==> config.mk <==
export PLATFORM = sky130hd
export DESIGN_NAME = lz78c_hash
export DESIGN_NICKNAME = d
export VERILOG_FILES = /design/src/hw/rtl/assert_macros.svh /design/src/hw/rtl/lz78c_pkg.sv /design/src/hw/rtl/lz78c_hash.sv
export SDC_FILE = /design/constraint.sdc
export NUM_CORES = 1
export LEC_CHECK = 0
export ABC_AREA = 1
export BUFFER_PORTS_ARGS = -buffer_cell sky130_fd_sc_hd__buf_4
export CORE_UTILIZATION = 45
export CTS_CLUSTER_DIAMETER = 120
export CTS_CLUSTER_SIZE = 16
export DETAILED_ROUTE_END_ITERATION = 10
export HOLD_SLACK_MARGIN = 0.15
export PLACE_DENSITY = 0.79
export SYNTH_ARGS = -nofsm -noshare
export SYNTH_HDL_FRONTEND = slang
export SYNTH_SLANG_ARGS = --single-unit
==> constraint.sdc <==
create_clock -name clock -period 4.47 [get_ports clock]
set_input_delay 0.894 -clock clock [delete_from_list [all_inputs] [get_ports clock]]
set_output_delay 0.894 -clock clock [all_outputs]
set_load 0.02 [all_outputs]
==> src/hw/rtl/assert_macros.svh <==
// Assertion macros shared by the LZ78 compressor RTL.
// Depends on nothing; define NO_ASSERTIONS to compile them out.
`ifndef ASSERT_MACROS_SVH
`define ASSERT_MACROS_SVH

`ifndef NO_ASSERTIONS

`define LZ_ASSERT(lbl, clk, rst, prop) \
   lbl: assert property (@(posedge clk) disable iff (rst) (prop)) \
      else $error("lz78c assertion failed");

`define LZ_ASSERT_MSG(lbl, clk, rst, prop, msg) \
   lbl: assert property (@(posedge clk) disable iff (rst) (prop)) \
      else $error(msg);

`else

`define LZ_ASSERT(lbl, clk, rst, prop)
`define LZ_ASSERT_MSG(lbl, clk, rst, prop, msg)

`endif

`endif

==> src/hw/rtl/lz78c_pkg.sv <==
// Types and fixed constants of the LZ78 compressor.
// Used by lz78c_hash, lz78c_seq and lz78_compressor; depends on nothing.
package lz78c_pkg;

   localparam int PREFIX_W   = 12;
   localparam int BYTE_W     = 8;
   localparam int LIMIT_W    = 13;
   localparam int CSR_ADDR_W = 3;
   localparam int CSR_DATA_W = 32;

   localparam logic [LIMIT_W-1:0] LIMIT_RESET = 13'd4096;
   localparam logic [31:0]        HASH_MULT   = 32'd2654435761;

   // register index decoded from csr_paddr[2]
   localparam logic REG_DICT_LIMIT = 1'b0;

   typedef struct packed {
      logic [PREFIX_W-1:0] prefix_code;
      logic [BYTE_W-1:0]   out_byte;
      logic                is_flush;
      logic                stream_last;
      logic                dict_full;
   } rsp_type;

   typedef struct packed {
      logic load;
      logic step;
   } hash_cmd_type;

endpackage

==> src/hw/rtl/lz78c_hash.sv <==
// Probe address unit: multiplicative hash of a key, then linear stepping.
// Uses lz78c_pkg; the slot count is a power of two, so the wrap is free.
module lz78c_hash import lz78c_pkg::*; #(
   parameter int KEY_W  = 20,
   parameter int SLOT_W = 13
) (
   input  logic              clock,
   input  hash_cmd_type      cmd,
   input  logic [KEY_W-1:0]  key,
   output logic [SLOT_W-1:0] idx
);

   logic [SLOT_W-1:0] prod;
   logic [SLOT_W-1:0] idx_ff;
   logic [SLOT_W-1:0] idx_in;

   assign prod = SLOT_W'(key) * HASH_MULT[SLOT_W-1:0];

   always_comb begin
      idx_in = idx_ff;
      if (cmd.load) begin
         idx_in = prod;
      end else if (cmd.step) begin
         idx_in = idx_ff + SLOT_W'(1);
      end
   end

   always_ff @(posedge clock) begin
      idx_ff <= idx_in;
   end

   assign idx = idx_ff;

endmodule

* Word-level counts from Yosys, hierarchy flattened
Cells that the tools add are included.
W data, S select, Z words.
** Cells by class
- Multipliers :: 1
- Reduce and logical (&&, ||, !) cells :: 1
- Add/sub/neg operators :: 1
- Muxes and demuxes :: 2
** Operator list (count)
- $mux W13 :: 2
- $add A13 B1 Y13 const B :: 1
- $mul A13 B12 Y13 const B :: 1
- $reduce_bool A2 Y1 :: 1
** Storage, ports and cells
- Flip-flop bits (word level) :: 13
- Logic and storage cells :: 6
- Input bits :: 23
- Output and inout port bits :: 13

* Logic depth before layout (Yosys ltp)
Gate-level depths: netlist of the first run.
- Word-level depth :: 3
- Depth in mapped cells :: 22
- Gate-level depth less buffers :: 22

* Worst setup path before layout of the first run
Ideal clock, no wire load.
- Kind :: input to register
- From :: input port key[4]
- To :: register idx_ff[12] (netlist: idx[12]) (data pin)
- Path slack :: 55 ps
- Arrival time :: 4162 ps
- Data required time :: 4217 ps
- Library setup time :: 253 ps
- Stages on the path :: 22
- Cells stage by stage :: ha_1 -> inv_1 -> fa_1 -> inv_1 -> ha_1 -> fa_1 -> inv_1 -> fa_1 -> inv_1 -> ha_1 -> nand2_1 -> nand2_1 -> nand2_1 -> nand2_1 -> nor2_1 -> inv_1 -> nand2_1 -> nand2_1 -> inv_1 -> nand2_1 -> nand3_1 -> nand2_1
** On the way
- Word-level cells in the longest chain between the ends :: 2
** RTL lines
- from (decl) :: line lz78c_hash.sv:9 : input logic [KEY_W-1:0] key,
- $mul A13 B12 Y13 :: line lz78c_hash.sv:17 : assign prod = SLOT_W'(key) * HASH_MULT[SLOT_W-1:0];
- $mux W13 :: line lz78c_hash.sv:21 : if (cmd.load) begin
- named net idx_in[12] :: line lz78c_hash.sv:15 : logic [SLOT_W-1:0] idx_in;
- to (signal assigned) :: line lz78c_hash.sv:29 : idx_ff <= idx_in;
- to (decl) :: line lz78c_hash.sv:14 : logic [SLOT_W-1:0] idx_ff;
The timed path passes the listed nets, and every way through them passes these cells.
A chain may end at the register's enable or synchronous reset.

* Worst setup path after layout of the first run
Ends and elaborated chain as after synthesis.

==> reports/summary.log, run 1 <==
qor: global_route.gr-total-overflow 0
qor: clock_tree.numClockSinks 13
qor: die.area_of_the_core_region 4000 um^2
qor: global_route.grt_antenna_before_repair 0
qor: sta.min_period 4.266 ns
qor: placed_design.numPortBuffers 28
qor: power.p_seq_share 19.3%
qor: critical_path.timing.reg2reg.setup_slack 2.73 ns
qor: critical_path.cp_data_required_time 4.47 ns
qor: sta.layout_worst_path_cycle_share 95.44%
qor: die.floorplan.io_pins 36
qor: global_route.overall_fraction_of_global_route_tracks_in_use 19.68%
qor: critical_path.critical_path.max_fanout 3
qor: cells_and_area.diodes_inserted 0
qor: route.vias_after_detailed_routing 1,647
qor: power.switching_share 44.80%
qor: synthesis.synth_cell_type_count 25
qor: critical_path.cp.depth 21
qor: critical_path.r2r-start idx[0]
qor: cells_and_area.largest_reg_flops 13
qor: cells_and_area.finish.utilization 61.71%
qor: route.route.detailed.vias_per_inst 4.902
qor: critical_path.timing.critical_path.to_type flip-flop
qor: cells_and_area.flow.area_growth_from_synthesis 32.59%
qor: clock_tree.postCtsSetupRepairBufs 0
qor: die.effective_utilization_at_floorplan 46.54%
qor: critical_path.critical_path_arrival 4.27 ns
qor: critical_path.r2r-end idx[12]
qor: min_path.holdCritPathClass reg2reg
qor: clock_tree.clk_pin_slew 0.05 ns
qor: synthesis.ys_seq_elements 13
qor: power.p_leak 1.299 nW
qor: sta.finalSetupViolCount 0
qor: global_route.grt_pass1_vias 1,624
qor: cells_and_area.area_occupied_by_multi_input_gates 1411 um^2
qor: sta.worst_pin_slew 0.3244 ns
qor: die.std_cell_rows 23
qor: synthesis.netlist_instances 235
qor: power.ir_drop 0.0002284 V
qor: sta.finalClockSkew 0.002912 ns
qor: synthesis.syn_nets 306
qor: clock_tree.cts_hold_repair.buffers 0
qor: critical_path.critical_path.cell_chain buf_4 > buf_4 > ha_4 > inv_2 > fa_1 > inv_2 > ha_4 > fa_1 > inv_1 > fa_1 > inv_1 > ha_4 > nand2_1 > nor3_4 > nor2_4 > nand3_1 > nand2_1 > inv_1 > nand2_1 > nand3_1 > nand2_1
qor: critical_path.critical_path_buffers_and_inverters 7
qor: sta.clock.fmax 0.2344 GHz
qor: global_route.grt_pass1_wl 6596 um
qor: synthesis.syn-mean-instance-area 7.922 um^2
qor: critical_path.critical_path.startpoint key[4]
qor: run_status.outcome completed
qor: clock_tree.insertion_delay 0.24 ns
qor: die.fp.dieArea 4398 um^2
qor: power.p_int 0.6408 mW
qor: critical_path.slowest_stage fa_1
qor: sta.finalHoldViolations 0
qor: route.detail_route.first_pass.iterations 4
qor: placed_design.finalWeightedCongestion 0.8213
qor: sta.relSlewSlack 78.37%
qor: placed_design.place.detailed.hpwl 3280 um
qor: power.report.power.total 1.161 mW
qor: clock_tree.ctsRootBufferMaster clkbuf_8
qor: critical_path.start_kind input pin
qor: clock_tree.cts_htree_levels 1
qor: critical_path.crit_end idx[12]
qor: route.detailedRoute.firstIterationViolations 78
qor: die.die_y 66.32 um
qor: power.comb_power_share 71.5%
qor: synthesis.cell_area_after_technology_mapping 1862 um^2
qor: cells_and_area.final_layout_size_suffix_gt1_share 27.97%
qor: sta.setup_repair_after_global_routing_missed_its_margin no
qor: sta.drv_slew 0
qor: route.final_antenna_net_count 0
qor: critical_path.critical-path-top-cell-by-count nand2_1
qor: route.detail_route.wl_per_cell 12.36 um
qor: die.fp.dieW 66.32 um
qor: critical_path.dominant_delay_contributor_by_cell_family_on_the_critical_path adder cells
qor: power.switchingPower 0.5201 mW
qor: critical_path.critical-path-max-stage-delay 0.55 ns
qor: clock_tree.clock_tree.buffer_depth 2
qor: synthesis.yosys_warnings 0
qor: clock_tree.cts_made_buffers 3
qor: flow_run.max_cap_violations 0
qor: synthesis.yosysSeqAreaShare 20.97%
qor: cells_and_area.nFillCells 367
qor: sta.finalHoldWorstSlack 0.6804 ns
qor: critical_path.reg2reg_depth 10
qor: cells_and_area.final_nets 358
qor: global_route.grt_start_max_net_pins 21
qor: power.clock_power_share 9.2%
qor: cells_and_area.sequential_cell_area 390.4 um^2
qor: critical_path.path_class in2reg
qor: route.totalWireLength 4152 um
qor: route.drc_errors_left 0
qor: power.power.density_cell_area 470.3 nW/um^2
qor: clock_tree.tritoncts yes
## per-layer routing
layer / up-vias / part of all wire [%] / global-route usage (%)
li1: 854 / - / -
met1: 753 / 43 / 22.82
met2: 32 / 52 / 37.50
met3: 8 / 2.6 / 1.897
met4: 0 / 2.2 / 5.851
met5: - / 0 / 0
## layout by cell type (no fill, tap or decap)
cell and n:
nand3b_1 2, nand2_4 1, a31oi_1 1, nand4_1 1
ha_2 1, ha_1 27, or2_1 1, inv_1 47
fa_1 12, o22ai_1 1, o31ai_1 2, xnor2_1 3
ha_4 8, nor2_2 2, buf_4 49, nand2_1 55
nor2_4 3, a21oi_1 8, o21ai_0 10, edfxtp_1 13
nor3_4 1, nor2_1 6, or2_2 1, nand2_2 5
a21oi_2 1, nand3_1 13, clkbuf_1 1, xor2_1 2
clkbuf_8 3, nand3_2 1, nor3_1 1, inv_2 4
## through the flow
stage / instances / instance area, um^2 / worst slack [ns] / setup TNS [ns]
2_1_floorplan: 235 / 1862 / 0.05486 / 0
3_3_place_gp: 332 / 2283 / -0.2184 / -0.3249
3_5_place_dp: 332 / 2283 / -0.3105 / -0.5230
4_1_cts: 336 / 2344 / 0.005862 / 0
5_1_grt: 336 / 2469 / 0.003550 / 0
6_report: 336 / 2469 / 0.2039 / 0
## layout make-up
type,count,area share [%]
tap,50,2.534
sequential,13,15.81
multi-input combinational,169,57.17
timing repair buffer,49,14.90
clock buffer,4,1.825
inverter,51,7.755
## cells in the mapped netlist
| master | count | area share [%] |
|---|---|---|
| ha_1 | 36 | 24 |
| buf_2 | 1 | 0.27 |
| nand3b_1 | 2 | 0.81 |
| o22ai_1 | 1 | 0.34 |
| edfxtp_1 | 13 | 21 |
| inv_1 | 51 | 10 |
| nand3_1 | 13 | 3.5 |
| nand3_2 | 1 | 0.54 |
| nand4_1 | 1 | 0.34 |
| nand2_2 | 2 | 0.67 |
| nor2_1 | 7 | 1.4 |
| nor3_1 | 2 | 0.54 |
| or2_1 | 1 | 0.34 |
| o21ai_0 | 10 | 2.7 |
| nor2_4 | 2 | 1.2 |
| nand2_1 | 59 | 12 |
| xnor2_1 | 3 | 1.4 |
| or2_2 | 1 | 0.34 |
| xor2_1 | 2 | 0.94 |
| a21oi_1 | 9 | 2.4 |
| fa_1 | 12 | 13 |
| clkbuf_1 | 1 | 0.20 |
| a31oi_1 | 1 | 0.34 |
| o31ai_1 | 2 | 0.81 |
| nor2_2 | 2 | 0.67 |
## power by group through the flow
| stage | sequential, mW | combinational (mW) | clock, mW |
|---|---|---|---|
| 2_1_floorplan | 0.264 | 0.397 | 0 |
| 3_3_place_gp | 0.224 | 0.652 | 0 |
| 3_5_place_dp | 0.227 | 0.675 | 0 |
| 4_1_cts | 0.224 | 0.697 | 0.108 |
| 5_1_grt | 0.231 | 0.939 | 0.113 |
| 6_report | 0.224 | 0.830 | 0.107 |
## repair_timing
action                                  CTS  global route
resized for setup                         2            22
gates cloned                              0             0
pin swaps                                 1             8
endpoints found under the setup margin    1             2
## cell families (layout without fill, tap and decap cells)
family	count (synthesis)	count (layout)	synth area share [%]
simple gates	93	93	22.24
xor+xnor	5	5	2.353
flops	13	13	20.97
fa+ha+maj	48	48	37.10
buf+inv	53	104	10.75
compound gates	23	23	6.586
## worst min-delay path by stage
stage | start | end | cells after the start
floorplan | idx[0] | idx[0] | 1
global placement | idx[0] | idx[0] | 1
detailed placement | idx[0] | idx[0] | 1
CTS | idx[0] | idx[0] | 1
global route | idx[1] | idx[1] | 3
finish | idx[0] | idx[0] | 1
## worst reg2reg max path: cells and delay by family (launching register included)
family | cells | cell delay, ns
flops | 1 | 0.40
fa+ha+maj | 1 | 0.19
simple gates | 9 | 0.90
No activity file was read; power rests on OpenSTA's default activity.
==> inputs of run 2 (changes only) <==
--- a/config.mk
+++ b/config.mk
@@ -7,12 +7,15 @@
 export LEC_CHECK = 0
 export ABC_AREA = 1
 export BUFFER_PORTS_ARGS = -buffer_cell sky130_fd_sc_hd__buf_4
+export CORE_ASPECT_RATIO = 2
 export CORE_UTILIZATION = 45
 export CTS_CLUSTER_DIAMETER = 120
 export CTS_CLUSTER_SIZE = 16
 export DETAILED_ROUTE_END_ITERATION = 10
+export GPL_ROUTABILITY_DRIVEN = 0
 export HOLD_SLACK_MARGIN = 0.15
 export PLACE_DENSITY = 0.79
+export SKIP_CTS_REPAIR_TIMING = 1
 export SYNTH_ARGS = -nofsm -noshare
 export SYNTH_HDL_FRONTEND = slang
 export SYNTH_SLANG_ARGS = --single-unit
==> reports/summary.log, run 2 (synthesis gave the netlist of run 1 again) <==
qor: sta.relSlewSlack 79.49% [was 78.37%]
qor: clock_tree.clock_tree.buffer_depth 2 [unchanged]
qor: critical_path.critical-path-max-stage-delay 0.54 ns [was 0.55 ns]
qor: global_route.grt_start_max_net_pins 21 [unchanged]
qor: die.effective_utilization_at_floorplan 47.45% [was 46.54%]
qor: run_status.outcome completed [unchanged]
qor: die.area_of_the_core_region 3924 um^2 [was 4000 um^2]
qor: cells_and_area.flow.area_growth_from_synthesis 29.77% [was 32.59%]
qor: power.switching_share 44.27% [was 44.80%]
qor: cells_and_area.layout_commonest_cell nand2_1 [unchanged]
qor: critical_path.critical_path.max_fanout 3 [unchanged]
qor: power.switchingPower 0.4886 mW [was 0.5201 mW]
qor: power.ir_drop 0.0002634 V [was 0.0002284 V]
qor: die.std_cell_rows 32 [was 23]
qor: critical_path.slowest_stage fa_1 [unchanged]
qor: sta.min_period 4.306 ns [was 4.266 ns]
qor: flow_run.max_cap_violations 0 [unchanged]
qor: cells_and_area.final_layout_size_suffix_gt1_share 25.35% [was 27.97%]
qor: cells_and_area.layout_common_cells nand2_1, inv_1, buf_4 [was nand2_1, buf_4, inv_1]
qor: die.fp.dieArea 4414 um^2 [was 4398 um^2]
qor: critical_path.cp_data_required_time 4.47 ns [about the same]
qor: power.p_leak 1.275 nW [was 1.299 nW]
qor: power.clock_power_share 9.4% [was 9.2%]
qor: critical_path.timing.critical_path.to_type flip-flop [unchanged]
qor: global_route.grt_antenna_before_repair 0 [unchanged]
qor: critical_path.critical_path_arrival 4.31 ns [was 4.27 ns]
qor: route.drc_errors_left 0 [unchanged]
qor: die.floorplan.io_pins 36 [unchanged]
qor: clock_tree.insertion_delay 0.24 ns [about the same]
qor: critical_path.start_kind input pin [unchanged]
qor: cells_and_area.largest_reg_flops 13 [unchanged]
qor: min_path.holdCritPathClass reg2reg [unchanged]
qor: route.final_antenna_net_count 0 [unchanged]
qor: route.detail_route.first_pass.iterations 4 [unchanged]
qor: cells_and_area.final_nets 356 [was 358]
qor: global_route.overall_fraction_of_global_route_tracks_in_use 19.90% [was 19.68%]
qor: clock_tree.cts_htree_levels 1 [unchanged]
qor: placed_design.numPortBuffers 28 [unchanged]
qor: route.route.detailed.vias_per_inst 4.949 [was 4.902]
qor: sta.finalClockSkew 0.003302 ns [was 0.002912 ns]
qor: clock_tree.tritoncts yes [unchanged]
qor: sta.layout_worst_path_cycle_share 96.34% [was 95.44%]
qor: die.die_y 92.97 um [was 66.32 um]
qor: route.detailedRoute.firstIterationViolations 25 [was 78]
qor: sta.clock.fmax 0.2322 GHz [was 0.2344 GHz]
qor: critical_path.dominant_delay_contributor_by_cell_family_on_the_critical_path adder cells [unchanged]
qor: route.detail_route.wl_per_cell 12.42 um [was 12.36 um]
qor: clock_tree.ctsRootBufferMaster clkbuf_8 [unchanged]
qor: die.fp.dieW 47.48 um [was 66.32 um]
qor: cells_and_area.nFillCells 367 [unchanged]
qor: route.vias_after_detailed_routing 1,658 [was 1,647]
qor: critical_path.path_class in2reg [unchanged]
qor: clock_tree.numClockSinks 13 [unchanged]
qor: critical_path.critical_path_buffers_and_inverters 8 [was 7]
qor: placed_design.place.detailed.hpwl 3536 um [was 3280 um]
qor: clock_tree.cts_made_buffers 3 [unchanged]
qor: power.comb_power_share 70.3% [was 71.5%]
qor: sta.drv_slew 0 [unchanged]
qor: cells_and_area.diodes_inserted 0 [unchanged]
qor: power.power.density_cell_area 456.8 nW/um^2 [was 470.3 nW/um^2]
qor: clock_tree.clk_pin_slew 0.05 ns [about the same]
qor: cells_and_area.finish.utilization 61.58% [was 61.71%]
qor: power.p_int 0.6150 mW [was 0.6408 mW]
qor: sta.worst_pin_slew 0.3077 ns [was 0.3244 ns]
qor: route.totalWireLength 4161 um [was 4152 um]
qor: critical_path.timing.reg2reg.setup_slack 2.73 ns [about the same]
qor: global_route.grt_pass1_wl 6223 um [was 6596 um]
qor: sta.finalHoldViolations 0 [unchanged]
qor: sta.finalSetupViolCount 0 [unchanged]
qor: global_route.grt_pass1_vias 1,557 [was 1,624]
qor: power.p_seq_share 20.4% [was 19.3%]
qor: critical_path.critical-path-top-cell-by-count inv_1 [was nand2_1]
qor: sta.finalHoldWorstSlack 0.6766 ns [was 0.6804 ns]
qor: global_route.gr-total-overflow 0 [unchanged]
qor: critical_path.critical_path.cell_chain buf_4 > ha_1 > inv_1 > fa_1 > inv_1 > ha_4 > fa_1 > inv_1 > fa_1 > inv_1 > ha_4 > nand2_2 > inv_1 > nand2_1 > nand2_1 > nor2_2 > inv_1 > nand2_1 > nand2_1 > inv_1 > nand2_1 > nand3_1 > nand2_1 [was buf_4 > buf_4 > ha_4 > inv_2 > fa_1 > inv_2 > ha_4 > fa_1 > inv_1 > fa_1 > inv_1 > ha_4 > nand2_1 > nor3_4 > nor2_4 > nand3_1 > nand2_1 > inv_1 > nand2_1 > nand3_1 > nand2_1]
## run 2: cell count changes in the layout (fill, tap and decap cells not counted), sizes merged
cell / before / now
buf: 49 / 47
## run 2: layout make-up
type | instances | area, um^2 | area share (%)
Sequential cell | 13 | 390.4 | 16.16
Inverter | 51 | 191.4 | 7.923
Clock buffer | 4 | 45.04 | 1.864
Timing Repair Buffer | 47 | 352.8 | 14.60
Tap cell | 51 | 63.81 | 2.641
Multi-Input combinational cell | 169 | 1373 | 56.81
## run 2: stage by stage
step | std cells | worst slack (ns) | instance area (um^2) | setup TNS (ns) | power, mW
floorplan | 235 | 0.05486 | 1862 | 0 | 0.6616
global placement | 331 | -0.2518 | 2270 | -0.4371 | 0.8815
detailed placement | 331 | -0.3038 | 2270 | -0.6326 | 0.9116
CTS | 335 | -0.05582 | 2315 | -0.05582 | 1.019
global route | 335 | -0.03474 | 2416 | -0.03474 | 1.214
finish | 335 | 0.1638 | 2416 | 0 | 1.104
## run 2: routing by layer
metal | wire length (um) | GRT usage (%)
met1 | 1368 | 16.79
met2 | 2590 | 39.27
met3 | 77 | 0.7797
met4 | 125 | 11.90
met5 | 0 | 0
## run 2: power groups by stage
stage          logic (mW)  registers [mW]  clock network (mW)
5_1_grt             0.876           0.230               0.108
3_3_place_gp        0.658           0.224                   0
4_1_cts             0.690           0.225               0.105
2_1_floorplan       0.397           0.264                   0
6_report            0.775           0.225               0.104
3_5_place_dp        0.685           0.227                   0
## run 2: worst paths after layout
check / from / endpoint / cells after the start
max: key[5] / idx[12] / 23
min: idx[0] / idx[0] / 1
max reg2reg: idx[0] / idx[12] / 10
min reg2reg: idx[0] / idx[0] / 1
