--- config.mk ---
export PLATFORM = sky130hd
export DESIGN_NAME = lz78c_seq
export DESIGN_NICKNAME = d
export VERILOG_FILES = /design/src/hw/rtl/lz78c_pkg.sv /design/src/hw/rtl/lz78c_seq.sv
export VERILOG_INCLUDE_DIRS = /design/src /design/src/hw/rtl
export SDC_FILE = /design/constraint.sdc
export NUM_CORES = 1
export LEC_CHECK = 0
export BUFFER_PORTS_ARGS = -buffer_cell sky130_fd_sc_hd__buf_2
export CORE_ASPECT_RATIO = 0.9
export CORE_MARGIN = 3
export CORE_UTILIZATION = 45
export DETAILED_ROUTE_END_ITERATION = 8
export PLACE_DENSITY = 0.78
export SYNTH_ARGS = -nofsm -noshare
export SYNTH_HDL_FRONTEND = slang
export SYNTH_SLANG_ARGS = --single-unit
--- constraint.sdc ---
create_clock -name clock -period 5.2 [get_ports clock]
set_input_delay 0.26 -clock clock [delete_from_list [all_inputs] [get_ports clock]]
set_output_delay 0.26 -clock clock [all_outputs]
set_load 0.01 [all_outputs]
--- src/hw/rtl/assert_macros.svh ---
// Assertion macros shared by the LZ78 compressor RTL.
// Depends on nothing; define NO_ASSERTIONS to compile them out.
`ifndef ASSERT_MACROS_SVH
`define ASSERT_MACROS_SVH

`ifndef NO_ASSERTIONS

`define LZ_ASSERT(lbl, clk, rst, prop) \
   lbl: assert property (@(posedge clk) disable iff (rst) (prop)) \
      else $error("lz78c assertion failed");

`define LZ_ASSERT_MSG(lbl, clk, rst, prop, msg) \
   lbl: assert property (@(posedge clk) disable iff (rst) (prop)) \
      else $error(msg);

`else

`define LZ_ASSERT(lbl, clk, rst, prop)
`define LZ_ASSERT_MSG(lbl, clk, rst, prop, msg)

`endif

`endif

--- src/hw/rtl/lz78c_pkg.sv ---
// Types and fixed constants of the LZ78 compressor.
// Used by lz78c_hash, lz78c_seq and lz78_compressor; depends on nothing.
package lz78c_pkg;

   localparam int PREFIX_W   = 12;
   localparam int BYTE_W     = 8;
   localparam int LIMIT_W    = 13;
   localparam int CSR_ADDR_W = 3;
   localparam int CSR_DATA_W = 32;

   localparam logic [LIMIT_W-1:0] LIMIT_RESET = 13'd4096;
   localparam logic [31:0]        HASH_MULT   = 32'd2654435761;

   // register index decoded from csr_paddr[2]
   localparam logic REG_DICT_LIMIT = 1'b0;

   typedef struct packed {
      logic [PREFIX_W-1:0] prefix_code;
      logic [BYTE_W-1:0]   out_byte;
      logic                is_flush;
      logic                stream_last;
      logic                dict_full;
   } rsp_type;

   typedef struct packed {
      logic load;
      logic step;
   } hash_cmd_type;

endpackage

--- src/hw/rtl/lz78c_seq.sv ---
// Sequencer of the LZ78 compressor: clear pass, table probe, insert, result.
// Uses lz78c_pkg and assert_macros.svh; drives lz78c_hash and lz78c_ram.
`include "assert_macros.svh"
module lz78c_seq import lz78c_pkg::*; #(
   parameter int DICT_SIZE  = 4096,
   parameter int HASH_SLOTS = 8192,
   parameter int CODE_W     = 12,
   parameter int SLOT_W     = 13,
   parameter int KEY_W      = 20,
   parameter int ENTRY_W    = 33
) (
   input  logic               clock,
   input  logic               reset,
   input  logic [LIMIT_W-1:0] dict_limit,
   input  logic               req_valid,
   output logic               req_ready,
   input  logic [BYTE_W-1:0]  req_in_byte,
   input  logic               req_end_of_stream,
   output logic               rsp_valid,
   input  logic               rsp_ready,
   output rsp_type            rsp_data,
   output hash_cmd_type       hash_cmd,
   output logic [KEY_W-1:0]   hash_key,
   input  logic [SLOT_W-1:0]  hash_idx,
   output logic               ram_wr_en,
   output logic [SLOT_W-1:0]  ram_wr_addr,
   output logic [ENTRY_W-1:0] ram_wr_data,
   output logic               ram_rd_en,
   output logic [SLOT_W-1:0]  ram_rd_addr,
   input  logic [ENTRY_W-1:0] ram_rd_data
);

   localparam int NC_W  = $clog2(DICT_SIZE + 1);
   localparam int CMP_W = (NC_W + 1 > LIMIT_W) ? NC_W + 1 : LIMIT_W;

   localparam logic [1:0] ST_CLEAR = 2'd0;
   localparam logic [1:0] ST_IDLE  = 2'd1;
   localparam logic [1:0] ST_READ  = 2'd2;
   localparam logic [1:0] ST_CHECK = 2'd3;

   logic [1:0]        state_ff,     state_in;
   logic [SLOT_W-1:0] clr_addr_ff,  clr_addr_in;
   logic [SLOT_W-1:0] probe_cnt_ff, probe_cnt_in;
   logic [BYTE_W-1:0] byte_ff,      byte_in;
   logic              last_ff,      last_in;
   logic [CODE_W-1:0] prefix_ff,    prefix_in;
   logic [NC_W-1:0]   next_code_ff, next_code_in;
   logic              rsp_valid_ff, rsp_valid_in;
   rsp_type           rsp_data_ff,  rsp_data_in;

   logic [CMP_W-1:0]  lim_raw;
   logic [CMP_W-1:0]  lim;
   logic [CMP_W-1:0]  ncode;
   logic              next_ge;
   logic              next1_ge;
   logic [KEY_W-1:0]  key;
   logic              ent_valid;
   logic [KEY_W-1:0]  ent_key;
   logic [CODE_W-1:0] ent_code;
   logic              hit;
   logic              probe_last;
   logic              resolve;
   logic              need_out;
   logic              out_free;
   logic              commit;
   logic              add;

   assign lim_raw = CMP_W'(dict_limit);
   always_comb begin
      lim = lim_raw;
      if (lim_raw < CMP_W'(2)) begin
         lim = CMP_W'(2);
      end else if (lim_raw > CMP_W'(DICT_SIZE)) begin
         lim = CMP_W'(DICT_SIZE);
      end
   end

   assign ncode    = CMP_W'(next_code_ff);
   assign next_ge  = ncode >= lim;
   assign next1_ge = (ncode + CMP_W'(1)) >= lim;

   assign key       = {prefix_ff, byte_ff};
   assign hash_key  = {prefix_ff, req_in_byte};
   assign ent_valid = ram_rd_data[ENTRY_W-1];
   assign ent_key   = ram_rd_data[ENTRY_W-2 -: KEY_W];
   assign ent_code  = ram_rd_data[CODE_W-1:0];

   assign hit        = ent_valid && (ent_key == key);
   assign probe_last = probe_cnt_ff == SLOT_W'(HASH_SLOTS - 1);
   assign resolve    = hit || !ent_valid || probe_last;
   assign need_out   = !hit || last_ff;
   assign out_free   = !rsp_valid_ff || rsp_ready;
   assign commit     = (state_ff == ST_CHECK) && resolve && (!need_out || out_free);
   assign add        = !hit && !ent_valid && !next_ge;

   always_comb begin
      state_in     = state_ff;
      clr_addr_in  = clr_addr_ff;
      probe_cnt_in = probe_cnt_ff;
      byte_in      = byte_ff;
      last_in      = last_ff;
      prefix_in    = prefix_ff;
      next_code_in = next_code_ff;
      rsp_valid_in = rsp_valid_ff && !rsp_ready;
      rsp_data_in  = rsp_data_ff;
      hash_cmd     = '0;
      ram_wr_en    = 1'b0;
      ram_wr_addr  = hash_idx;
      ram_wr_data  = {1'b1, key, next_code_ff[CODE_W-1:0]};
      ram_rd_en    = 1'b0;
      case (state_ff)
         ST_CLEAR: begin
            ram_wr_en   = 1'b1;
            ram_wr_addr = clr_addr_ff;
            ram_wr_data = '0;
            clr_addr_in = clr_addr_ff + SLOT_W'(1);
            if (clr_addr_ff == SLOT_W'(HASH_SLOTS - 1)) begin
               state_in = ST_IDLE;
            end
         end
         ST_IDLE: begin
            if (req_valid) begin
               hash_cmd.load = 1'b1;
               byte_in       = req_in_byte;
               last_in       = req_end_of_stream;
               probe_cnt_in  = '0;
               state_in      = ST_READ;
            end
         end
         ST_READ: begin
            ram_rd_en = 1'b1;
            state_in  = ST_CHECK;
         end
         ST_CHECK: begin
            if (!resolve) begin
               hash_cmd.step = 1'b1;
               probe_cnt_in  = probe_cnt_ff + SLOT_W'(1);
               state_in      = ST_READ;
            end else if (commit) begin
               ram_wr_en = add;
               if (add) begin
                  next_code_in = next_code_ff + NC_W'(1);
               end
               if (need_out) begin
                  rsp_valid_in            = 1'b1;
                  rsp_data_in.prefix_code = hit ? PREFIX_W'(ent_code) : PREFIX_W'(prefix_ff);
                  rsp_data_in.out_byte    = hit ? '0 : byte_ff;
                  rsp_data_in.is_flush    = hit;
                  rsp_data_in.stream_last = last_ff;
                  rsp_data_in.dict_full   = hit ? next_ge : (add ? next1_ge : 1'b1);
               end
               prefix_in = hit ? ent_code : '0;
               state_in  = ST_IDLE;
               if (last_ff) begin
                  prefix_in    = '0;
                  next_code_in = NC_W'(1);
                  clr_addr_in  = '0;
                  state_in     = ST_CLEAR;
               end
            end
         end
         default: begin
            state_in = ST_CLEAR;
         end
      endcase
   end

   always_ff @(posedge clock) begin
      if (reset) begin
         state_ff     <= ST_CLEAR;
         clr_addr_ff  <= '0;
         prefix_ff    <= '0;
         next_code_ff <= NC_W'(1);
         rsp_valid_ff <= 1'b0;
      end else begin
         state_ff     <= state_in;
         clr_addr_ff  <= clr_addr_in;
         prefix_ff    <= prefix_in;
         next_code_ff <= next_code_in;
         rsp_valid_ff <= rsp_valid_in;
      end
      probe_cnt_ff <= probe_cnt_in;
      byte_ff      <= byte_in;
      last_ff      <= last_in;
      rsp_data_ff  <= rsp_data_in;
   end

   assign req_ready   = state_ff == ST_IDLE;
   assign rsp_valid   = rsp_valid_ff;
   assign rsp_data    = rsp_data_ff;
   assign ram_rd_addr = hash_idx;

   `LZ_ASSERT(a_accept_reads, clock, reset,
      (req_valid && req_ready) |=> (state_ff == ST_READ))
   `LZ_ASSERT(a_no_insert_on_hit, clock, reset,
      (state_ff == ST_CHECK && ram_wr_en) |-> (!hit && !ent_valid))
   `LZ_ASSERT(a_stream_end_clears, clock, reset,
      (commit && last_ff) |=> (state_ff == ST_CLEAR && prefix_ff == '0 &&
                               next_code_ff == NC_W'(1)))
   `LZ_ASSERT_MSG(a_code_bound, clock, reset,
      CMP_W'(next_code_ff) <= CMP_W'(DICT_SIZE), "lz78c next code out of range")

endmodule

# Word-level counts from Yosys, hierarchy flattened
# Index checks and enable logic that the tools add are counted.
[word_totals] ff_bits=86 output_inout_bits=108 elab_cells=98
[op_classes] n_addsub=4 n_lt_le_gt_ge=4 n_eq_ne=13 mux=36 n_reduce_logical=28
[ops] operator="two-way mux 13 bit" n=10
[ops] operator="one-hot mux 13 bit (2 select lines)" n=2
[ops] operator="adder 13 x 1 -> 13 bit, second input constant" n=3
[ops] operator="two-way mux 12 bit" n=3
[ops] operator="two-way mux 33 bit" n=1
[ops] operator="== test 13 bit, second input constant" n=2
[ops] operator="== test 20 bit" n=1
[ops] operator="adder 13 x 1 -> 14 bit, second input constant" n=1
[ops] operator=">= comparator 13 x 14 -> 1 bit" n=1
[ops] operator=">= comparator 14 bit" n=1
[ops] operator="two-way mux 1 bit" n=14
[ops] operator="> comparator 13 bit, second input constant" n=1
[ops] operator="less-than comparator 13 x 2 -> 1 bit, second input constant" n=1
[ops] operator="inequality test 2 bit, second input constant" n=6
[ops] operator="AND reduction 4 bit" n=3
[ops] operator="AND reduction 3 bit" n=3
[ops] operator="two-way mux 2 bit" n=4
[ops] operator="one-hot mux 2 bit (4 select lines)" n=1
[ops] operator="logical AND 1 bit" n=6
[ops] operator="zero test 1 bit" n=6
[ops] operator="nonzero test 2 bit" n=3
[ops] operator="logical OR 1 bit" n=5
[ops] operator="== test 2 bit, second input constant" n=2
[ops] operator="inequality test 3 bit, second input constant" n=1
[ops] operator="other kinds (4)" n=4

# Logic depth before layout (Yosys ltp)
# Gate-level depths: netlist of run 1.
[depth] ltp_word=10 ltp_mapped=13 ltp_nobuf=12

# Worst setup path after synthesis of run 1
# Ideal clock, no wire load.
[synth_timing] path_kind="input-to-reg" from="input port dict_limit[8]" to="register next_code_ff[10]" t_arrival_ps=3305 required_ps=5078 path_slack_ps=1774 stages=12 n_path_buf=1 cell_sequence="nor4_1 nand3_1 o31ai_1 nand2_1 ha_1 a21o_1 a2111oi_0 a2bb2oi_1 or3b_4 nor2b_4 buf_6 a221o_1"
[synth_via] elab_chain_cells=8
[synth_lines] element="start: declaration" line="lz78c_seq.sv:14" source="input logic [LIMIT_W-1:0] dict_limit,"
[synth_lines] element="> comparator 13 bit" line="lz78c_seq.sv:73" source="end else if (lim_raw > CMP_W'(DICT_SIZE)) begin"
[synth_lines] element="two-way mux 13 bit" line="lz78c_seq.sv:73"
[synth_lines] element="two-way mux 13 bit (*)" line="lz78c_seq.sv:71" source="if (lim_raw < CMP_W'(2)) begin"
[synth_lines] element=">= comparator 13 x 14 -> 1 bit (*)" line="lz78c_seq.sv:79" source="assign next_ge = ncode >= lim;"
[synth_lines] element="zero test 1 bit (*)" line="lz78c_seq.sv:94" source="assign add = !hit && !ent_valid && !next_ge;"
[synth_lines] element="logical AND 1 bit (*)" line="lz78c_seq.sv:94"
[synth_lines] element="nonzero test 2 bit (no source line) (*)"
[synth_lines] element="AND reduction 4 bit (no source line) (*)"
[synth_lines] element="end signal: assignment" line="lz78c_seq.sv:179" source="next_code_ff <= next_code_in;"
[synth_lines] element="end: declaration" line="lz78c_seq.sv:47" source="logic [NC_W-1:0] next_code_ff, next_code_in;"
# Mark *: on every way between the ends. The rest lies on a longest branch, timed or not.
# A chain may end at the register's enable or synchronous reset.

# Worst setup path in the final report of run 1
[layout_timing] from="input port dict_limit[11]" to="output port ram_wr_en"
[layout_via] elab_chain_cells=9
[layout_lines] element="> comparator 13 bit" line="lz78c_seq.sv:73"
[layout_lines] element="two-way mux 13 bit" line="lz78c_seq.sv:73"
[layout_lines] element="two-way mux 13 bit (*)" line="lz78c_seq.sv:71"
[layout_lines] element=">= comparator 13 x 14 -> 1 bit (*)" line="lz78c_seq.sv:79"
[layout_lines] element="zero test 1 bit (*)" line="lz78c_seq.sv:94"
[layout_lines] element="logical AND 1 bit (*)" line="lz78c_seq.sv:94"
[layout_lines] element="two-way mux 1 bit (*)" line="lz78c_seq.sv:139" source="end else if (commit) begin"
[layout_lines] element="two-way mux 1 bit (*)" line="lz78c_seq.sv:135" source="if (!resolve) begin"
[layout_lines] element="one-hot mux 1 bit (2 select lines) (*)" line="lz78c_seq.sv:111" source="case (state_ff)"
[layout_lines] element="end: declaration" line="lz78c_seq.sv:25" source="output logic ram_wr_en,"
# Marks and branches as above.

==> flow_metrics.env, run 1 <==
export IMPL_hp_class="input pin to flip-flop"
export IMPL_avgSynthCellArea_sq_um=9.49
export IMPL_drc=0
export IMPL_setup_violations=0
export IMPL_ff2ff_path_depth=10
export IMPL_place_gp_congestion=0.981
export IMPL_drt_iter0_markers=299
export IMPL_grt_antenna_before_repair=1
export IMPL_maxCapViolations=0
export IMPL_cts_setup_buffers=0
export IMPL_hold_worst_slack_ps=101
export IMPL_run_status="complete, no violations"
export IMPL_timing_rr_end="rsp_data[0]$_DFFE_PP_"
export IMPL_cp_startpoint="dict_limit[11]"
export IMPL_viasPerCell=5.27
export IMPL_fin_crit_sh=0.764
export IMPL_fin_nets=808
export IMPL_h_tree_depth=3
export IMPL_rsz0062_at_grt="no"
export IMPL_max_vdd_ir_drop_mv=0.189
export IMPL_dieArea_sq_um=13000
export IMPL_synth_seq_cells=86
export IMPL_netlist_instances=554
export IMPL_grtUsageMet1=0.250
export IMPL_grt_pass1_wl_um=21800
export IMPL_cts_buffer_depth=2
export IMPL_slew_headroom=0.290
export IMPL_ctsRootBufferMaster="clkbuf_16"
export IMPL_cts_tree="done"
export IMPL_netlist_area_sq_um=5260
export IMPL_fmax_mhz=252
export IMPL_ys_seq_area_frac=0.413
export IMPL_path_max_fanout=7
export IMPL_tns_ps=0
export IMPL_wl_um=13800
export IMPL_leakagePower_nw=2.90
export IMPL_die_h_um=109
export IMPL_track_usage=0.208
export IMPL_synth_area_leaders="edfxtp_1, dfxtp_1, ha_1"
export IMPL_power_density_nw_per_um2=276
export IMPL_port_buffers=179
export IMPL_grt_use_met2=0.370
export IMPL_clk_pin_slew_ps=60
export IMPL_final_layout_size_suffix_gt1_frac=0.311
export IMPL_final_antenna_net_count=0
export IMPL_numCtsBuffers=9
export IMPL_clock_sinks=86
export IMPL_cp_data_required_time_ps=4940
export IMPL_r2r_start="next_code_ff[0]$_SDFFE_PP1P_"
export IMPL_worst_setup_path_end_kind="primary output"
export IMPL_synthesis_nets=659
export IMPL_use_met3=0.0267
export IMPL_grt_max_degree=50
export IMPL_final_max_slew_viol_count=0
export IMPL_synth_enable_flop_cells=45
export IMPL_synth_flop_cell="edfxtp_1"
export IMPL_start_util=0.473
export IMPL_synth_top_cells_by_count="nand2_1, nor2_1, edfxtp_1"
export IMPL_vias=4538
export IMPL_synth_largest_area_cell="edfxtp_1"
export IMPL_p_clk_frac=0.341
export IMPL_p_int_mw=1.25
export IMPL_placed_cell_area_sq_um=6130
export IMPL_area_growth_pct=22.0
export IMPL_final_cells=861
export IMPL_dp_final_hpwl_um=10500
export IMPL_yosys_warnings=0
export IMPL_min_period_ps=3970
export IMPL_clk_latency_ps=340
export IMPL_cts_resized=0
export IMPL_core_sq_um=11100
export IMPL_r2r_slack_ps=2060
export IMPL_stdcell_area_sq_um=6410
export IMPL_hold_violations=0
export IMPL_synth_top_cell_area_share=0.257
export IMPL_drtPass1Iterations=5
export IMPL_switchingPower_mw=0.521
export IMPL_worst_pin_slew_ps=1060
export IMPL_yosysUniqueCellTypes=53
export IMPL_wl_per_cell_um=16.0
export IMPL_async_flop_share=0
export IMPL_grt_busiest_layer="met2"
export IMPL_crit_type="input pin to primary output"
export IMPL_fin_skew_ps=6.35
export IMPL_arrival_ps=3710
export IMPL_yosysMostFrequentCell="nand2_1"
export IMPL_crit_end="ram_wr_en"
export IMPL_sequentialPowerShare=0.450
export IMPL_die_width_um=120
export IMPL_grt_pass1_vias=4521
export IMPL_hold_buffers=0
export IMPL_grt_overflow=0
export IMPL_startpoint_type="input pin"
export IMPL_boundaryPins=180
export IMPL_rows=36
export IMPL_dp_cells=844
export IMPL_combPwrFrac=0.209
export IMPL_swShare=0.295
## layout by cell type (no fill, tap or decap), drive strengths merged, types with 3 or more instances in the layout
cell	count
a2111oi	4
a211oi	8
a21oi	16
a221o	5
a22o	7
a22oi	12
and2	12
and3	6
and3b	3
buf	182
clkbuf	10
clkinv	5
dfxtp	41
edfxtp	45
ha	33
inv	15
mux2	13
nand2	67
nand2b	5
nand3	22
nand4	10
nor2	49
nor2b	37
nor3	4
o21ai	15
or3	5
xnor2	42
xor2	9
## kinds of logic (layout without fill, tap and decap cells)
kind of cell,Yosys count,in the layout,share of synthesized area
AO/OA/AOI/OAI,84,84,0.118
multiplexers,13,13,0.0278
buffers and inverters,59,213,0.0588
adder cells (fa/ha/maj),33,33,0.0785
XOR/XNOR,51,51,0.0849
other,0,1,0
AND/OR/NAND/NOR,228,228,0.219
flip-flops,86,86,0.413
## per-layer routing
| metal | routed length (um) | part of all wire |
|---|---|---|
| met1 | 5750 | 0.42 |
| met2 | 7030 | 0.51 |
| met3 | 600 | 0.044 |
| met4 | 395 | 0.029 |
| met5 | 0 | 0 |
## sequential cells by signal, indices dropped and copies added, names as in the netlist
register,cells
byte_ff,8
rsp_data,23
probe_cnt_ff,13
next_code_ff,13
rsp_valid,1
state_ff,2
prefix_ff,12
clr_addr_ff,13
last_ff,1
## layout make-up
class,count,area [sq um]
diodes,1,2.50
clock buffers,10,239
clock inverters,6,46.3
fillers,969,4710
inverters,15,56.3
multi-input cells,409,2790
flip-flops and latches,86,2170
well taps,152,190
repair buffers,182,918
## power by group through the flow
stage                     combinational [mW]  sequential [mW]  clock (mW)
after floorplan                        0.247            0.797           0
after global placement                 0.358            0.806           0
after detailed placement               0.369            0.809           0
after CTS                              0.373            0.794       0.615
after global routing                   0.407            0.801       0.643
final                                  0.369            0.795       0.604
## per-stage QoR
stage	power [mW]	utilization	setup slack, ps
global placement	1.16	0.551	1430
CTS	1.78	0.576	1230
detailed placement	1.18	0.551	1200
global route	1.85	0.577	947
floorplan	1.04	-	1770
finish	1.77	0.577	1230
## worst max-delay path, cell delays in order
cell and delay, ps:
buf_2 110, nor4_1 290, nand3_1 170, o31ai_1 600, nand2_1 210, ha_1 340, a21o_1 160, a2111oi_0 470
a2bb2oi_1 320, or3b_4 440, a21oi_1 180, buf_2 160
## worst min path at each step
| stage | startpoint | endpoint | slack [ps] | cells past startpoint |
|---|---|---|---|---|
| 3_3_place_gp | req_end_of_stream | last_ff$_DFFE_PP_ | 440 | 1 |
| 6_report | req_end_of_stream | last_ff$_DFFE_PP_ | 100 | 1 |
| 5_1_grt | req_end_of_stream | last_ff$_DFFE_PP_ | 100 | 1 |
| 4_1_cts | req_end_of_stream | last_ff$_DFFE_PP_ | 90 | 1 |
| 3_5_place_dp | req_end_of_stream | last_ff$_DFFE_PP_ | 440 | 1 |
| 2_1_floorplan | req_in_byte[0] | byte_ff[0]$_DFFE_PP_ | 360 | 0 |
(Power assumes the default switching activity.)
==> run 2: changes to the inputs <==
--- a/config.mk
+++ b/config.mk
@@ -11,7 +11,7 @@
 export CORE_MARGIN = 3
 export CORE_UTILIZATION = 45
 export DETAILED_ROUTE_END_ITERATION = 8
-export PLACE_DENSITY = 0.78
+export PLACE_DENSITY = 0.81
 export SYNTH_ARGS = -nofsm -noshare
 export SYNTH_HDL_FRONTEND = slang
 export SYNTH_SLANG_ARGS = --single-unit
==> constraint.sdc (replaced) <==
create_clock -name clock -period 3.3 [get_ports clock]
set_input_delay 0.165 -clock clock [delete_from_list [all_inputs] [get_ports clock]]
set_output_delay 0.165 -clock clock [all_outputs]
set_load 0.01 [all_outputs]
==> run 2 against run 1 <==
  * Cell count up 1.6%
  * Sequential share of layout area shrank 0.89 points
  * Register-to-register slack got worse by 1800 ps
  * First-iteration DRC count up 28%
  * Clock power is 63% higher
  * Flip-flop and latch count unchanged
  * Core utilization rose by 1.6 points
  * Global-route usage up 0.71 points
  * Non-clock buffer count rose by 15
  * Clock-buffer cell count unchanged
  * Clock skew is 1.6 ps lower
  * Largest power group unchanged
==> flow_metrics.env, run 2 (synthesis gave the netlist of run 1 again) <==
export IMPL_worst_pin_slew_ps=843
export IMPL_grt_pass1_wl_um=22600
export IMPL_grt_pass1_vias=4589
export IMPL_hold_buffers=0
export IMPL_port_buffers=179
export IMPL_fmax_mhz=320
export IMPL_drt_iter0_markers=382
export IMPL_tns_ps=0
export IMPL_numCtsBuffers=9
export IMPL_slew_headroom=0.438
export IMPL_die_width_um=120
export IMPL_drc=0
export IMPL_setup_violations=0
export IMPL_cp_data_required_time_ps=3130
export IMPL_rows=36
export IMPL_final_util=0.592
export IMPL_clock_sinks=86
export IMPL_wl_um=14100
export IMPL_viasPerCell=5.38
export IMPL_finalPower_mw=2.85
export IMPL_clk_latency_ps=330
export IMPL_final_antenna_net_count=0
export IMPL_dieArea_sq_um=13000
export IMPL_final_layout_size_suffix_gt1_frac=0.335
export IMPL_final_common_cell="buf_2"
export IMPL_insertedDiodeCount=0
export IMPL_power_density_nw_per_um2=433
export IMPL_place_gp_congestion=0.890
export IMPL_area_growth_pct=25.2
export IMPL_run_status="complete, no violations"
export IMPL_dp_final_hpwl_um=10800
export IMPL_layout_common_cells="buf_2, nand2_1, nor2_1"
export IMPL_max_vdd_ir_drop_mv=0.241
export IMPL_fin_nets=823
export IMPL_cts_buffer_depth=2
export IMPL_maxCapViolations=0
export IMPL_h_tree_depth=3
export IMPL_leakagePower_nw=2.98
export IMPL_final_max_slew_viol_count=0
export IMPL_die_h_um=109
export IMPL_grt_overflow=0
export IMPL_min_period_ps=3130
export IMPL_largest_reg_flops=23
export IMPL_drtPass1Iterations=5
export IMPL_hp_class="input pin to flip-flop"
export IMPL_wl_per_cell_um=16.2
export IMPL_track_usage=0.215
export IMPL_path_max_fanout=7
export IMPL_core_sq_um=11100
export IMPL_hold_violations=0
export IMPL_start_util=0.473
export IMPL_cts_setup_buffers=0
export IMPL_crit_type="input pin to primary output"
export IMPL_startpoint_type="input pin"
export IMPL_fillers=952
export IMPL_arrival_ps=2960
export IMPL_vias=4710
export IMPL_cts_tree="done"
export IMPL_ctsRootBufferMaster="clkbuf_16"
export IMPL_grt_max_degree=28
export IMPL_boundaryPins=180
export IMPL_grt_antenna_before_repair=1
export IMPL_fin_skew_ps=4.79
export IMPL_fin_crit_sh=0.948
export IMPL_worst_setup_path_end_kind="primary output"
export IMPL_clk_pin_slew_ps=60
[run 2: cell types whose count changed in the layout (fill, tap and decap cells not counted), sizes merged]
cell,delta
clkinvlp,+1
bufinv,+1
buf,+15
diode,-1
inv,-1
clkinv,-1
[run 2: what timing repair did]
action	in CTS	in global routing
pin swaps	1	3
endpoints found under the setup margin	1	2
cloned	0	0
gates resized for setup	2	9
[run 2: power by group]
| part | total, mW | switching [mW] | internal [mW] |
|---|---|---|---|
| registers | 1.26 | 0.0646 | 1.19 |
| clock network | 0.984 | 0.401 | 0.584 |
| logic | 0.615 | 0.355 | 0.260 |
[run 2: layer usage]
metal / routed length, um / GRT usage / vias up / part of all wire
met5: 7 / 0 / - / 0.00050
met2: 7110 / 0.365 / 189 / 0.50
met4: 355 / 0.0801 / 2 / 0.025
met3: 945 / 0.0481 / 31 / 0.067
met1: 5720 / 0.271 / 2229 / 0.40
li1: - / - / 2259 / -
[run 2: layout make-up]
type                            count  area (sq um)  share of cell area
Multi-Input combinational cell    409          2850               0.432
Sequential cell                    86          2170               0.330
Timing Repair Buffer              197          1030               0.157
Clock buffer                       10           229              0.0348
Tap cell                          152           190              0.0289
Clock inverter                      6          62.6             0.00950
Inverter                           15          56.3             0.00855
[run 2: critical path, cell delays in order]
cell and delay [ps]:
buf_2 110, nor4_2 280, nand3_1 140, o31ai_2 190, buf_4 170, nand2_1 80
ha_1 300, a21o_1 200, a2111oi_4 360, a2bb2oi_2 210, or3b_4 420, a21oi_2 170
buf_2 160
[run 2: through the flow]
step	instances	setup slack [ps]	hold WS (ps)	cell area (sq um)
2_1_floorplan	554	129	264	5270
3_3_place_gp	859	-139	344	6240
3_5_place_dp	859	-160	350	6240
4_1_cts	875	11.0	7.71	6540
5_1_grt	875	-1.49	11.7	6590
6_report	875	171	16.5	6590
[run 2: worst paths after layout]
kind,slack [ps],depth (start not counted),to,start
worst min register to register,540,2,clr_addr_ff[1]$_SDFFE_PP0P_,clr_addr_ff[1]$_SDFFE_PP0P_
worst min-delay path,20,1,last_ff$_DFFE_PP_,req_end_of_stream
worst max-delay path,170,13,ram_wr_en,dict_limit[11]
worst max register to register,310,11,rsp_data[0]$_DFFE_PP_,next_code_ff[1]$_SDFFE_PP0P_
==> run 3: changes to the inputs <==
--- a/config.mk
+++ b/config.mk
@@ -7,7 +7,7 @@
 export NUM_CORES = 1
 export LEC_CHECK = 0
 export BUFFER_PORTS_ARGS = -buffer_cell sky130_fd_sc_hd__buf_2
-export CORE_ASPECT_RATIO = 0.9
+export CAP_MARGIN = 5
 export CORE_MARGIN = 3
 export CORE_UTILIZATION = 45
 export DETAILED_ROUTE_END_ITERATION = 8
==> run 3 against run 2 <==
  * Core utilization is 0.21 points lower
  * Wire length is 0.70% lower
  * Cell area is 0.36% lower
  * Critical path depth stayed put
  * Cell count is 1.4% lower
  * Critical endpoint unchanged
==> flow_metrics.env, run 3 (synthesis gave the netlist of run 1 again) <==
export IMPL_grt_max_degree=49
export IMPL_track_usage=0.213
export IMPL_min_period_ps=3190
export IMPL_grt_overflow=0
export IMPL_arrival_ps=3030
export IMPL_grt_pass1_wl_um=22500
export IMPL_fmax_mhz=313
export IMPL_cpPeakStageDelay_ps=410
export IMPL_drt_iter0_markers=377
export IMPL_run_status="complete, no violations"
export IMPL_leakagePower_nw=2.99
export IMPL_path_buf_inv=3
export IMPL_area_growth_pct=24.8
export IMPL_crit_chain="buf_2, nor4_2, nand3_1, o31ai_2, buf_4, nand2_1, ha_1, a21o_1, a2111oi_4, a2bb2oi_2, or3b_4, a21oi_1, buf_2"
export IMPL_fin_skew_ps=10.9
export IMPL_grt_use_met2=0.384
export IMPL_drc=0
export IMPL_numCtsBuffers=9
export IMPL_layout_setup_ws_ps=106
export IMPL_h_tree_depth=3
export IMPL_grt_antenna_before_repair=0
export IMPL_maxCapViolations=0
export IMPL_cpMaxStageDelayCell="or3b_4"
export IMPL_dieArea_sq_um=13000
export IMPL_insertedDiodeCount=0
export IMPL_use_met3=0.0307
export IMPL_hp_class="input pin to flip-flop"
export IMPL_drtPass1Iterations=4
export IMPL_port_buffers=179
export IMPL_worst_setup_path_end_kind="primary output"
export IMPL_boundaryPins=180
export IMPL_stdcell_area_sq_um=6560
export IMPL_grt_pass1_vias=4723
export IMPL_wl_um=14000
export IMPL_power_density_nw_per_um2=437
export IMPL_die_width_um=114
export IMPL_layout_common_cells="buf_2, nand2_1, nor2_1"
export IMPL_critPathTopFamily="compound AO/OA/AOI/OAI gates"
export IMPL_viasPerCell=5.42
export IMPL_setup_violations=0
export IMPL_place_gp_congestion=1.00
export IMPL_fin_crit_sh=0.968
export IMPL_dp_final_hpwl_um=10700
export IMPL_placed_cell_area_sq_um=6210
export IMPL_critPathMostFrequentCell="buf_2"
export IMPL_pre_cts_slack_ps=-98.8
export IMPL_cts_buffer_depth=2
export IMPL_wl_per_cell_um=16.3
export IMPL_final_layout_size_suffix_gt1_frac=0.329
export IMPL_max_vdd_ir_drop_mv=0.266
export IMPL_rows=38
export IMPL_largest_reg_flops=23
export IMPL_fin_nets=823
export IMPL_die_h_um=114
export IMPL_ctsRootBufferMaster="clkbuf_16"
export IMPL_path_max_fanout=7
export IMPL_grtUsageMet1=0.257
export IMPL_start_util=0.473
export IMPL_final_util=0.590
export IMPL_clk_latency_ps=340
export IMPL_clock_sinks=86
export IMPL_clk_pin_slew_ps=70
export IMPL_core_sq_um=11100
export IMPL_worst_pin_slew_ps=832
export IMPL_final_antenna_net_count=0
export IMPL_vias=4676
export IMPL_grt_busiest_layer="met2"
export IMPL_slew_headroom=0.445
export IMPL_final_common_cell="buf_2"
export IMPL_tns_ps=0
export IMPL_final_max_slew_viol_count=0
export IMPL_startpoint_type="input pin"
export IMPL_cts_tree="done"
export IMPL_hold_violations=0
export IMPL_crit_type="input pin to primary output"
export IMPL_cp_data_required_time_ps=3130
[run 3: changes by cell type in the layout (fill, tap and decap cells not counted), sizes merged]
cell / delta
inv: +2
clkinvlp: -2
buf: -1
dlygate4sd3: +1
clkinv: +1
clkbuf: -1
[run 3: repair_timing]
action,in CTS,in global routing
endpoints found under the hold margin,1,0
buffers inserted,0,1
hold buffers,1,0
resized for setup,0,6
endpoints found under the setup margin,0,6
[run 3: worst paths after layout]
path,start,endpoint,slack (ps),cells after the start
max,dict_limit[11],ram_wr_en,110,13
min,req_in_byte[3],byte_ff[3]$_DFFE_PP_,10,1
max reg2reg,next_code_ff[1]$_SDFFE_PP0P_,rsp_data[0]$_DFFE_PP_,130,9
min reg2reg,clr_addr_ff[1]$_SDFFE_PP0P_,clr_addr_ff[1]$_SDFFE_PP0P_,540,2
[run 3: layout make-up]
type,count,area (sq um)
Sequential cell,86,2170
Multi-Input combinational cell,409,2830
Inverter,15,56.3
Clock inverter,7,72.6
Clock buffer,9,225
Tap cell,140,175
Fill cell,947,4560
Timing Repair Buffer,197,1030
[run 3: metal layers]
metal / share of wire / vias to the layer above / wire length, um
li1: - / 2262 / -
met1: 0.41 / 2219 / 5730
met2: 0.52 / 172 / 7260
met3: 0.056 / 23 / 789
met4: 0.018 / 0 / 258
met5: 0 / - / 0
[run 3: through the flow]
stage | power (mW) | std cells | hold slack, ps
after floorplan | 1.65 | 554 | 264
after global placement | 1.84 | 845 | 345
after detailed placement | 1.87 | 845 | 343
after CTS | 2.88 | 862 | 0.0241
after global routing | 3.01 | 863 | 5.74
final | 2.87 | 863 | 9.53
[run 3: report_power, final]
group          total, mW  leakage, nW  switching, mW  internal (mW)
combinational      0.603         2.07          0.349          0.254
clock               1.02        0.145          0.428          0.590
sequential          1.25        0.774         0.0602           1.19
total               2.87         2.99          0.837           2.03
